--- src/hdl/fir_filter_unit_assert.svh ---
// Assertion helpers included by the top-level RTL file, fir_filter_unit.sv.
`ifndef FIR_FILTER_UNIT_ASSERT_SVH
`define FIR_FILTER_UNIT_ASSERT_SVH

// Check a property on every rising clock edge, with checking off during reset.
`define FFU_ASSERT(lbl, prop, msg) \
    lbl: assert property (@(posedge i_clk) disable iff (!i_rst_n) (prop)) else $error(msg);

// Check that a condition in one cycle implies another in the next cycle.
`define FFU_ASSERT_NEXT(lbl, cond, expect_next, msg) \
    lbl: assert property (@(posedge i_clk) disable iff (!i_rst_n) \
        (cond) |=> (expect_next)) else $error(msg);

`endif

--- src/hdl/ffu_pkg.sv ---
`default_nettype none
package ffu_pkg;
    localparam int TAPS_DEF      = 8;
    localparam int SAMPLE_W_DEF  = 16;
    localparam int COEF_W        = 16;
    localparam int COEF_REGS     = 8;
    localparam int ROUND_SHIFT   = 15;
    localparam int CFG_IDX_W     = 8;

    typedef struct packed {
        logic                     en;
        logic signed [COEF_W-1:0] data;
    } t_coef_wr;
endpackage
`default_nettype wire

--- src/hdl/ffu_out.sv ---
`default_nettype none
module ffu_out
    import ffu_pkg::*;
#(
    parameter int SW    = SAMPLE_W_DEF,
    parameter int SUM_W = SAMPLE_W_DEF + COEF_W + 3
) (
    input  wire logic                    i_clk,
    input  wire logic                    i_rst_n,
    input  wire logic                    i_load,
    input  wire logic signed [SUM_W-1:0] i_sum,
    output logic                         o_can_load,
    output logic                         o_valid,
    input  wire logic                    i_stall,
    output logic signed [SW-1:0]         o_data
);
    localparam int R_W = SUM_W + 1 - ROUND_SHIFT;

    logic [SUM_W:0]       w_biased;
    logic [R_W-1:0]       w_rs;
    logic [R_W-SW:0]      w_top;
    logic signed [SW-1:0] w_sat;
    logic                 r_valid;
    logic signed [SW-1:0] r_data;

    // round half up, then floor shift by taking the upper bits
    assign w_biased = {i_sum[SUM_W-1], i_sum} + (SUM_W+1)'(1 << (ROUND_SHIFT - 1));
    assign w_rs     = w_biased[SUM_W:ROUND_SHIFT];
    assign w_top    = w_rs[R_W-1:SW-1];

    always_comb begin
        if ((&w_top) || !(|w_top)) begin
            w_sat = w_rs[SW-1:0];
        end else if (w_rs[R_W-1]) begin
            w_sat = {1'b1, {(SW-1){1'b0}}};
        end else begin
            w_sat = {1'b0, {(SW-1){1'b1}}};
        end
    end

    assign o_can_load = !r_valid || !i_stall;

    always_ff @(posedge i_clk) begin
        if (!i_rst_n) begin
            r_valid <= 1'b0;
        end else if (i_load) begin
            r_valid <= 1'b1;
        end else if (!i_stall) begin
            r_valid <= 1'b0;
        end
    end

    always_ff @(posedge i_clk) begin
        if (i_load) begin
            r_data <= w_sat;
        end
    end

    assign o_valid = r_valid;
    assign o_data  = r_data;
endmodule
`default_nettype wire

--- config.mk ---
export PLATFORM = sky130hd
export DESIGN_NAME = ffu_out
export DESIGN_NICKNAME = d
export VERILOG_FILES = /design/src/hdl/fir_filter_unit_assert.svh /design/src/hdl/ffu_pkg.sv /design/src/hdl/ffu_out.sv
export SDC_FILE = /design/constraint.sdc
export NUM_CORES = 1
export LEC_CHECK = 0
export BUFFER_PORTS_ARGS = -buffer_cell sky130_fd_sc_hd__buf_2
export CORE_MARGIN = 2
export CORE_UTILIZATION = 45
export CTS_CLUSTER_DIAMETER = 80
export DETAILED_ROUTE_END_ITERATION = 8
export GPL_ROUTABILITY_DRIVEN = 0
export GPL_TIMING_DRIVEN = 0
export HOLD_SLACK_MARGIN = 0.03
export PLACE_DENSITY = 0.79
export SYNTH_ARGS = -nofsm -noshare
export SYNTH_HDL_FRONTEND = slang
export SYNTH_SLANG_ARGS = --single-unit
--- constraint.sdc ---
create_clock -name i_clk -period 4.6 [get_ports i_clk]
set_clock_uncertainty 0.1 [all_clocks]
set_input_delay 0.92 -clock i_clk [delete_from_list [all_inputs] [get_ports i_clk]]
set_output_delay 0.92 -clock i_clk [all_outputs]
set_load 0.01 [all_outputs]
Word-level counts from Yosys, hierarchy flattened
Cells that the tools add are included.
{"block": "classes", "addsub": 1, "eq_ne": 1, "n_reduce_logical": 7, "muxes": 4}
{"operator": "35-bit by 16-bit adder with 36-bit output (second input constant)", "count": 1}
{"operator": "16-bit two-way mux", "count": 2}
{"operator": "6-bit AND reduction", "count": 1}
{"operator": "6-bit OR reduction", "count": 1}
{"operator": "1-bit logical NOT", "count": 3}
{"operator": "1-bit logical OR", "count": 2}
{"operator": "1-bit two-way mux", "count": 2}
{"operator": "2-bit inequality test (second input constant)", "count": 1}
{"block": "word_totals", "out_inout_bits": 18, "word_cells": 15, "inputBits": 39, "register_bits": 17}

Depth between registers and ports, before layout
{"block": "depth", "ltp_word": 5, "depth_mapped": 11, "mapped_depth_nobuf": 8}

Least setup slack after synthesis
No wires, ideal clock.
{"block": "synth_timing", "path_kind": "input to register", "start": "in i_sum[14]", "end": "reg r_data[10], in the netlist o_data[10], data pin", "t_arrival_ns": 2.664, "setup_ns": 0.264, "setup_slack_ns": 1.573, "required_time_ns": 4.236, "path_stages": 10, "cell_sequence": "ha_1 -> nand3_1 -> or2_1 -> buf_6 -> or4_1 -> nor4_1 -> or3_1 -> buf_6 -> buf_12 -> a21oi_2"}
{"block": "synth_between", "elab_chain_cells": 5, "elab_cells_between_ends": 7, "cone_classes": "add/sub: 1; mux: 2; reduce/logical: 4"}
{"item": "start: declaration", "line": "ffu_out.sv:11", "text": "input wire logic signed [SUM_W-1:0] i_sum,"}
{"item": "35-bit by 16-bit adder with 36-bit output *", "line": "ffu_out.sv:27", "text": "assign w_biased = {i_sum[SUM_W-1], i_sum} + (SUM_W+1)'(1 << (ROUND_SHIFT - 1));"}
{"item": "6-bit OR reduction", "line": "ffu_out.sv:32", "text": "if ((&w_top) || !(|w_top)) begin"}
{"item": "1-bit logical NOT", "line": "ffu_out.sv:32"}
{"item": "1-bit logical OR", "line": "ffu_out.sv:32"}
{"item": "16-bit two-way mux *", "line": "ffu_out.sv:32"}
{"item": "net w_sat[10]", "line": "ffu_out.sv:22", "text": "logic signed [SW-1:0] w_sat;"}
{"item": "end signal: assignment", "line": "ffu_out.sv:55", "text": "r_data <= w_sat;"}
{"item": "end: declaration", "line": "ffu_out.sv:24", "text": "logic signed [SW-1:0] r_data;"}
The timed path passes the listed nets; every way through them passes the cells marked *.
A chain may end at the register's enable or synchronous reset.

Worst setup path in the final report
{"block": "layout_timing", "start": "in i_sum[14]", "end": "reg r_data[12], in the netlist o_data[12], data pin"}
The elaborated chain is that of the path after synthesis.

==> summary.txt <==
Status: complete, no violations
Tmin final: 3050 ps
Final Hold Vio Count: 0
RSZ-0062 raised after global routing: no
Crit path max-delay cell type: or4_1
Placed cell areas: 1410 um2
Std-Cell Rows: 18
# fillers: 235
Count of hold-fix buffers inserted at cts: 0
CP peak stage delay: 480 ps
Max Cap Viol: 0
Avg Cell Area, Syn: 9.96 um2
Initial antenna violation count: 0
Hold_ws: 430 ps
Pwr Density: 233 nW/um2
Diodes inserted: 0
Setup violations, final: 0
Final Max Tran Viols: 0
Post-CTS sizing: 0
Register area share after synthesis: 43.0%
Layout cells sized above 1: 38.7%
Fin Setup TNS: 0 ps
PnR worst setup slack: 1550 ps
Count leader, synth: edfxtp_1
Max Root-Sink Buffers: 2
Post-Syn Instances: 117
Post-synth top flop: edfxtp_1
Core Area: 2450 um2
Setup Buffers After CTS: 0
Share of the synthesized area in the top cell type: 41.2%
Leak: 0.567 nW
Antenna Violating Nets Remaining: 0
Initial DRC Count: 21
DR vias/cell: 5.33
CP delay by family, top: simple AND/OR/NAND/NOR gates
Cell area after layout: 1440 um2
CTS clk-pin slew, worst paths: 90 ps
Final nets: 204
H-tree depth: 1
Final WL: 2.29 mm
Die width: 54.9 um
Vias in the first global route: 907
R2R setup slack: 3910 ps
Worst path cell trace: buf_2 -> ha_1 -> nand3_1 -> or2_1 -> buf_6 -> or4_1 -> nor4_1 -> or3_1 -> buf_6 -> buf_12 -> a21oi_2
Slew Limit Headroom: 74.3%
Peak supply drop: 0.156 mV
CP Capture Type: flop
Clock Sinks: 17
Root buffer cell: clkbuf_4
First-pass GRT wire length: 3.63 mm
Peak Freq: 328 MHz
Place WS: 1260 ps
Critical Path AT: 2990 ps
CTS Buf Count: 3
Number of enable flip-flop cells after synthesis: 16
Final period utilization: 66.3%
Synth-to-layout area growth: 23.5%
CTS tree: yes
Vias: 1028
IO Port Bufs: 42
Worst-margin pin slew: 375 ps
HPWL Detailed: 1.91 mm
Post-Route Utilization: 58.6%
Cell taking the most area after synthesis: edfxtp_1
Die Footprint: 3010 um2
Post-synth ARST share: 0%
Synth Net Count: 157
Clock Latency Late Sink: 290 ps
#FFs+latches synth: 17
CP Class: in2reg
Critical Path Start Type: input port
WL/cell: 11.8 um
Top post-synthesis cells by area: edfxtp_1, a21oi_2, xor2_1, nand2_1, xnor2_1
Post-synth cell types: 35
# DRC: 0
Synth warn: 0
Worst path bufs/invs: 4
Hold crit path type: reg2reg
CP Max Fanout: 10
Chip height: 54.9 um
Total track usage: 17.0%
Initial Util: 47.5%
GRT overflow: 0
Synth cell count leaders: edfxtp_1, nand2_1, a21oi_2, xor2_1
DRT Pass-1 Iters: 4
Largest net degree at the start of global routing: 18
Worst path most repeated cell: buf_6
Post-Syn Area: 1160 um2
Worst EP required: 4540 ps
I/O Pins: 57
## logic make-up after synthesis
group           after synthesis  share of synthesized area (%)
buf+inv                       8                           5.37
simple gates                 50                           22.8
fa+ha+maj                     1                           1.07
compound gates               27                           17.3
xor+xnor                     14                           10.5
flops                        17                           43.0
## cells in the final DEF, fill, tap and decap left out, types with 2 or more instances in the layout
master    Yosys  routed
buf_2         1      43
or3_1         2       2
nand4_1       4       4
nor3_1        3       3
a21oi_2      10      10
buf_6         2       2
a21oi_1       8       8
and3_1        3       3
inv_1         4       4
edfxtp_1     16      16
xnor2_1       5       5
nand3_1       7       7
nor2_1        8       8
xor2_1        9       9
o21ai_0       3       3
clkbuf_4      0       3
nand2_1      13      13
## state kept, by name, indices dropped and copies added (netlist names)
register / cells
o_data: 16
o_valid: 1
## path summary, 6_finish.rpt
path | start | to | depth (start not counted)
max | i_sum[14] | o_data[12]$_DFFE_PP_ | 11
min reg2reg | o_valid$_SDFFE_PN0P_ | o_valid$_SDFFE_PN0P_ | 2
min | o_valid$_SDFFE_PN0P_ | o_valid$_SDFFE_PN0P_ | 2
max reg2reg | o_valid$_SDFFE_PN0P_ | o_valid$_SDFFE_PN0P_ | 2
## layer usage
metal	global-route usage, %	vias to the layer above	wire (um)
li1	-	525	-
met1	18.2	466	887
met2	32.3	32	1230
met3	1.64	5	116
met4	8.75	0	54
met5	0	-	0
## worst min-delay path, delay by kind of cell, from the launching register on
family	cells	cell delay, ps
flops	1	320
compound gates	1	120
simple gates	1	50
## power breakdown
group          switching [mW]  internal (mW)  leakage, nW
Sequential            0.00247          0.184        0.165
Clock                  0.0417         0.0338       0.0150
Combinational          0.0429         0.0309        0.387
Total                  0.0871          0.248        0.567
## metrics by stage
stage	power, mW	std cells
floorplan	0.227	117
global placement	0.261	189
detailed placement	0.264	189
CTS	0.338	193
global route	0.352	193
finish	0.335	193
## layout make-up
cell class	instances	area, um2	area share, %
multi-input combinational	92	602	41.8
sequential	17	500	34.8
timing repair buffer	42	210	14.6
buffer	4	47.5	3.30
tap	30	37.5	2.61
clock buffer	4	26.3	1.83
inverter	4	15.0	1.04
Note: power is estimated with default switching activity, not from simulation.
