===== src/hdl/fir_filter_unit_assert.svh =====
// Assertion helpers included by the top-level RTL file, fir_filter_unit.sv.
`ifndef FIR_FILTER_UNIT_ASSERT_SVH
`define FIR_FILTER_UNIT_ASSERT_SVH

// Check a property on every rising clock edge, with checking off during reset.
`define FFU_ASSERT(lbl, prop, msg) \
    lbl: assert property (@(posedge i_clk) disable iff (!i_rst_n) (prop)) else $error(msg);

// Check that a condition in one cycle implies another in the next cycle.
`define FFU_ASSERT_NEXT(lbl, cond, expect_next, msg) \
    lbl: assert property (@(posedge i_clk) disable iff (!i_rst_n) \
        (cond) |=> (expect_next)) else $error(msg);

`endif


===== src/hdl/ffu_pkg.sv =====
`default_nettype none
package ffu_pkg;
    localparam int TAPS_DEF      = 8;
    localparam int SAMPLE_W_DEF  = 16;
    localparam int COEF_W        = 16;
    localparam int COEF_REGS     = 8;
    localparam int ROUND_SHIFT   = 15;
    localparam int CFG_IDX_W     = 8;

    typedef struct packed {
        logic                     en;
        logic signed [COEF_W-1:0] data;
    } t_coef_wr;
endpackage
`default_nettype wire


===== src/hdl/ffu_cell.sv =====
`default_nettype none
module ffu_cell
    import ffu_pkg::*;
#(
    parameter int SW       = SAMPLE_W_DEF,
    parameter int SUM_W    = SAMPLE_W_DEF + COEF_W + 3,
    parameter bit HAS_COEF = 1'b1
) (
    input  wire logic                    i_clk,
    input  wire logic                    i_rst_n,
    input  wire logic                    i_shift,
    input  wire logic signed [SW-1:0]    i_sample_in,
    output logic signed [SW-1:0]         o_sample_out,
    input  wire t_coef_wr                i_coef_wr,
    input  wire logic signed [SUM_W-1:0] i_sum_in,
    output logic signed [SUM_W-1:0]      o_sum_out
);
    logic signed [SW-1:0]        r_sample;
    logic signed [COEF_W-1:0]    w_coef;
    logic signed [SW+COEF_W-1:0] r_prod;
    logic signed [SUM_W-1:0]     r_sum;

    always_ff @(posedge i_clk) begin
        if (!i_rst_n) begin
            r_sample <= '0;
        end else if (i_shift) begin
            r_sample <= i_sample_in;
        end
    end

    generate
        if (HAS_COEF) begin : g_coef
            logic signed [COEF_W-1:0] r_coef;
            always_ff @(posedge i_clk) begin
                if (!i_rst_n) begin
                    r_coef <= '0;
                end else if (i_coef_wr.en) begin
                    r_coef <= i_coef_wr.data;
                end
            end
            assign w_coef = r_coef;
        end else begin : g_no_coef
            // taps past the register file have a fixed zero coefficient
            assign w_coef = '0;
        end
    endgenerate

    // product and partial sum run every cycle; the sum ripples one cell per clock
    always_ff @(posedge i_clk) begin
        r_prod <= r_sample * w_coef;
        r_sum  <= i_sum_in + SUM_W'(r_prod);
    end

    assign o_sample_out = r_sample;
    assign o_sum_out    = r_sum;
endmodule
`default_nettype wire


===== config.mk =====
export PLATFORM = sky130hd
export DESIGN_NAME = ffu_cell
export DESIGN_NICKNAME = d
export VERILOG_FILES = /design/src/hdl/fir_filter_unit_assert.svh /design/src/hdl/ffu_pkg.sv /design/src/hdl/ffu_cell.sv
export SDC_FILE = /design/constraint.sdc
export NUM_CORES = 1
export LEC_CHECK = 0
export BUFFER_PORTS_ARGS = -buffer_cell sky130_fd_sc_hd__buf_4
export CAP_MARGIN = 20
export CORE_MARGIN = 3
export CORE_UTILIZATION = 65
export CTS_BUF_LIST = sky130_fd_sc_hd__clkbuf_16
export DETAILED_ROUTE_END_ITERATION = 10
export PLACE_DENSITY_LB_ADDON = 0.05
export SETUP_SLACK_MARGIN = 0.1
export SKIP_CTS_REPAIR_TIMING = 1
export SLEW_MARGIN = 10
export SYNTH_ARGS = -nofsm -noshare
export SYNTH_HDL_FRONTEND = slang
export SYNTH_SLANG_ARGS = --single-unit

===== constraint.sdc =====
create_clock -name i_clk -period 14.1 [get_ports i_clk]
set_input_delay 2.115 -clock i_clk [delete_from_list [all_inputs] [get_ports i_clk]]
set_output_delay 2.115 -clock i_clk [all_outputs]
set_load 0.02 [all_outputs]

# After elaboration in Yosys (flattened, before gate mapping)

Cells that the tools add are included.

Register bits after elaboration: 99
Logic and storage cells: 6
Output and inout port bits: 51

Multipliers: 1
Add/sub/neg operators: 1

Operator list:

| kind             | number |
|---|---|
| $add A35 B32 Y35 | 1 |
| $mul A16 B16 Y32 | 1 |

# Longest topological paths before layout

Depth after elaboration: 1
Depth in mapped cells: 24
Mapped depth without buffers: 23

# Worst setup path before layout

OpenSTA, ideal clock, no wires.

Path type: register to register
Start point: reg r_sample[15] (netlist: o_sample_out[15])
End point: reg r_prod[30]
Period minus slack after synthesis: 6005 ps
Setup time: 127 ps
Stages on the path, launching flop included: 19
Buffers on the path: 1
Data arrival time: 5878 ps
Required time: 13973 ps
Setup slack: 8095 ps
Cell sequence: dfxtp_1 clkbuf_1 nand2_1 fa_1 inv_1 fa_1 fa_1 fa_1 fa_1 inv_1 fa_1 inv_1 ha_1 and3_1 o21ai_0 o31a_1 a211oi_1 mux2i_1 nand2_1

Cells in the longest elaborated chain, start to end: 1

Ends and longest elaborated chain:

| what                   | RTL line       | source |
|---|---|---|
| start, declared        | ffu_cell.sv:18 | `logic signed [SW-1:0] r_sample;` |
| start signal, assigned | ffu_cell.sv:27 | `r_sample <= i_sample_in;` |
| $mul A16 B16 Y32       | ffu_cell.sv:50 | `r_prod <= r_sample * w_coef;` |
| end signal, assigned   | ffu_cell.sv:50 |  |
| end, declared          | ffu_cell.sv:20 | `logic signed [SW+COEF_W-1:0] r_prod;` |

Every way passes these cells.
A chain may end at the register's enable or synchronous reset.

# Worst setup path in the final report

Start point: reg r_sample[15] (netlist: o_sample_out[15])
End point: reg r_prod[31]

The elaborated chain is that of the path after synthesis.

==> run_results.csv <==
group,metric,value,unit
sta,final_critical_path_setup_slack,7.393,ns
sta,timing.final.max_slew_violations,0,
yosys,synth_seq_cells,99,
routing,drt-initial-drc-count,593,
sta,final.min_clock_period,6.707,ns
yosys,synth.area.top_cells,"fa_1 37%, dfxtp_1 14%, ha_1 10%",
routing,remaining_drc_errors,0,
routing,drt_pass1_iterations,5,
die,floorplan.die_area,0.02362,mm^2
yosys,ys.flop_type,"dfxtp_1",
yosys,synth_top_cells_by_count,"324 x inv_1, 263 x fa_1, 149 x nand2_1",
routing,detail_route.vias_per_cell,5.462,
sta,grt_setup_unrepaired,"no",
sta,maxSlewHeadroom,0.2465,
yosys,synth_area_per_cell,9.248,um^2
yosys,synthDominantCellAreaShare,0.3714,
yosys,post_synth_mux_area_share,0.02330,
critical_path,critical_path_buffers_and_inverters,3,
final_layout,areaGrowthSynthToFinish,9.620,%
die,dieWidth,153.7,um
die,floorplan.initialDensity,0.6681,
critical_path,crit_top_cell,"fa_1",
critical_path,critical_path_cell_count,19,
sta,setup_viol_count_final,0,
die,rows,53,
clocking,htree_num_levels,3,
grt,grt_usage,0.2806,
final_layout,num-fill-cells,1644,
yosys,sequential_element_share_of_the_synthesized_area,0.1398,
critical_path,timing.critical_path.slowest_cell_delay,0.82,ns
critical_path,path_max_fanout,18,
yosys,post-synth-top-count-cell,"inv_1",
clocking,worst_skew_pair.late_latency,0.37,ns
power_and_ir_drop,power.density_cell_area,97.88,mW/mm^2
placement,gpl_congestion,0.8951,
clocking,clock_pin_slew_on_the_worst_setup_and_hold_paths,0.09,ns
die,io_pins,122,
clocking,numClockSinks,99,
clocking,cts_tree,"yes",
sta,max_clock_freq,0.1491,GHz
die,die_h,153.7,um
sta,report.final.hold_viol_count,0,
yosys,synth_area,0.01418,mm^2
placement,numPortBuffers,121,
clocking,cts-root-buf,"clkbuf_16",
grt,pin_count_of_the_biggest_net_entering_global_routing,33,
yosys,yosys.area.top_type,"fa_1",
yosys,syn_nets,1983,
critical_path,worst_path_dominant_cell_family,"adder cells",
power_and_ir_drop,total_power,1.521,mW
placement,detailed_placement_hpwl,25.35,mm
sta,fin_crit_sh,0.4757,
yosys,synth_compound_area_frac,0.07634,
critical_path,critPathArrivalTime,6.97,ns
critical_path,crit_type,"reg -> reg",
critical_path,r2r.worst_path.cells,19,
power_and_ir_drop,p_leak,7.920,nW
routing,ant_nets,0,
sta,worst_clock_skew,0.01986,ns
yosys,postSynth.asyncResetShare,0,
critical_path,worst_setup_path_end_kind,"flop",
hold_path,min_delay_path_depth,1,
final_layout,number_of_diodes_added_for_antenna_fixing,0,
grt,globalRoute.totalOverflow,0,
yosys,yosys.cell_types.count,54,
yosys,main_combinational_cell_family_by_area_after_synthesis,"adder cells",
routing,detail_route.wirelength,31.41,mm
placement,pre_cts_slack,7.468,ns
sta,timing.setup.tns,0,ns
yosys,synthSimpleGateAreaFrac,0.1512,
clocking,cts-root-to-sink-buffers,2,
critical_path,critPathSlowestCell,"dfxtp_1",
run_status,status,"complete, no violations",
final_layout,final_layout_size_suffix_gt1_frac,0.08682,
clocking,cts_inserted_buffers,9,
grt,via_count_of_the_first_global_routing_pass,11100,
routing,via_count,10370,
critical_path,startpoint_type,"flop",
hold_path,hold_path_class,"reg -> reg",
yosys,synth_xor_xnor_area_share,0.03768,
critical_path,timing.critical_path.cells,"nand2_1, fa_1, inv_1, fa_1, fa_1, fa_1, fa_1, inv_1, fa_1, inv_1, ha_1, and3_1, and3_1, a31oi_1, o21a_1, a21boi_0, a211oi_1, o31ai_1, xnor2_1",
grt,number_of_antenna_violations_at_the_first_check_in_global_routing,0,
yosys,synth-warning-count,0,
yosys,synth_fa_ha_area_frac,0.4737,
grt,grt_first_pass_wirelength,53.85,mm
sta,worst-slew-pin-transition,1.102,ns
power_and_ir_drop,vdd.ir_drop.worst,0.06742,mV
routing,routedWlPerCell,16.54,um
yosys,synth-edff-count,0,
flow_run,drv.max_cap_violation_count,0,
final_layout,design.final.nets,2070,
yosys,synthCells,1533,
die,core_area,0.02122,mm^2
critical_path,crit_required,14.36,ns
metal layers:
metal | vias to the layer above | track usage | wire length (um)
met3 | 38 | 0.07627 | 2817
li1 | 4894 | - | -
met2 | 382 | 0.4516 | 14270
met5 | - | 0 | 0
met1 | 5059 | 0.3899 | 13910
met4 | 0 | 0.05467 | 405
placed cells by master (no fill, tap or decap), drive strengths merged, types with 2 or more instances in the layout:
cell type and instances:
a21oi 57, nand3 10, xnor2 49, clkbuf 9, o31a 2, o22ai 2, nor2 42, dfxtp 99
nor4 7, a31oi 5, inv 328, nor2b 36, a21o 20, buf 121, o211ai 5, and2 122
mux2i 33, a211oi 10, o21bai 7, o41ai 2, o31ai 4, ha 116, or3 2, xor2 12
o21ai 32, and3 11, nand2 149, o21a 10, nor3 14, fa 263, a2111oi 3, nand4 6
a21boi 2, nand2b 14
registers in the layout, indices dropped and copies added (netlist names):
| name | count |
|---|---|
| o_sample_out | 16 |
| g_coef.r_coef | 16 |
| r_prod | 32 |
| o_sum_out | 35 |
stage by stage:
step / instances / hold slack (ns) / cell area [um^2] / util
2_1_floorplan: 1533 / 0.4200 / 14180 / -
3_3_place_gp: 1884 / 0.4289 / 15260 / 0.7190
3_5_place_dp: 1884 / 0.4474 / 15260 / 0.7190
4_1_cts: 1899 / 0.4648 / 15540 / 0.7324
5_1_grt: 1899 / 0.4793 / 15540 / 0.7324
6_report: 1899 / 0.4612 / 15540 / 0.7324
logic make-up after synthesis:
| group | Yosys count |
|---|---|
| simple gates | 421 |
| flops | 99 |
| buf+inv | 369 |
| compound gates | 171 |
| xor+xnor | 61 |
| mux | 33 |
| fa+ha+maj | 379 |
worst register-to-register path, delay by kind of cell, from the launching register on:
kind            cells  cell delay, ns
fa+ha+maj           7            3.42
flops               1            0.82
compound gates      5            1.25
simple gates        3            0.73
xor+xnor            1            0.15
buf+inv             3            0.22
where the power goes:
group / leakage [nW] / switching, mW / internal [mW] / total [mW]
Clock: 0.136 / 0.128 / 0.123 / 0.251
Sequential: 0.827 / 0.0545 / 0.370 / 0.424
Combinational: 6.96 / 0.469 / 0.377 / 0.846
worst paths after layout:
kind | start | to | slack, ns
worst max register to register | o_sample_out[15] | r_prod[31] | 7.39
worst min-delay path | r_prod[0] | o_sum_out[0] | 0.46
worst max-delay path | o_sample_out[15] | r_prod[31] | 7.39
worst min register to register | r_prod[0] | o_sum_out[0] | 0.46
cell type report:
cell class / instances / area, um^2 / area share
Clock buffer: 9 / 225.2 / 0.01449
Multi-Input combinational cell: 1065 / 10810 / 0.6954
Sequential cell: 99 / 1982 / 0.1275
Timing Repair Buffer: 121 / 908.4 / 0.05845
Tap cell: 275 / 344.1 / 0.02214
Clock inverter: 6 / 58.81 / 0.003784
Inverter: 324 / 1216 / 0.07825
(Power assumes the default switching activity.)
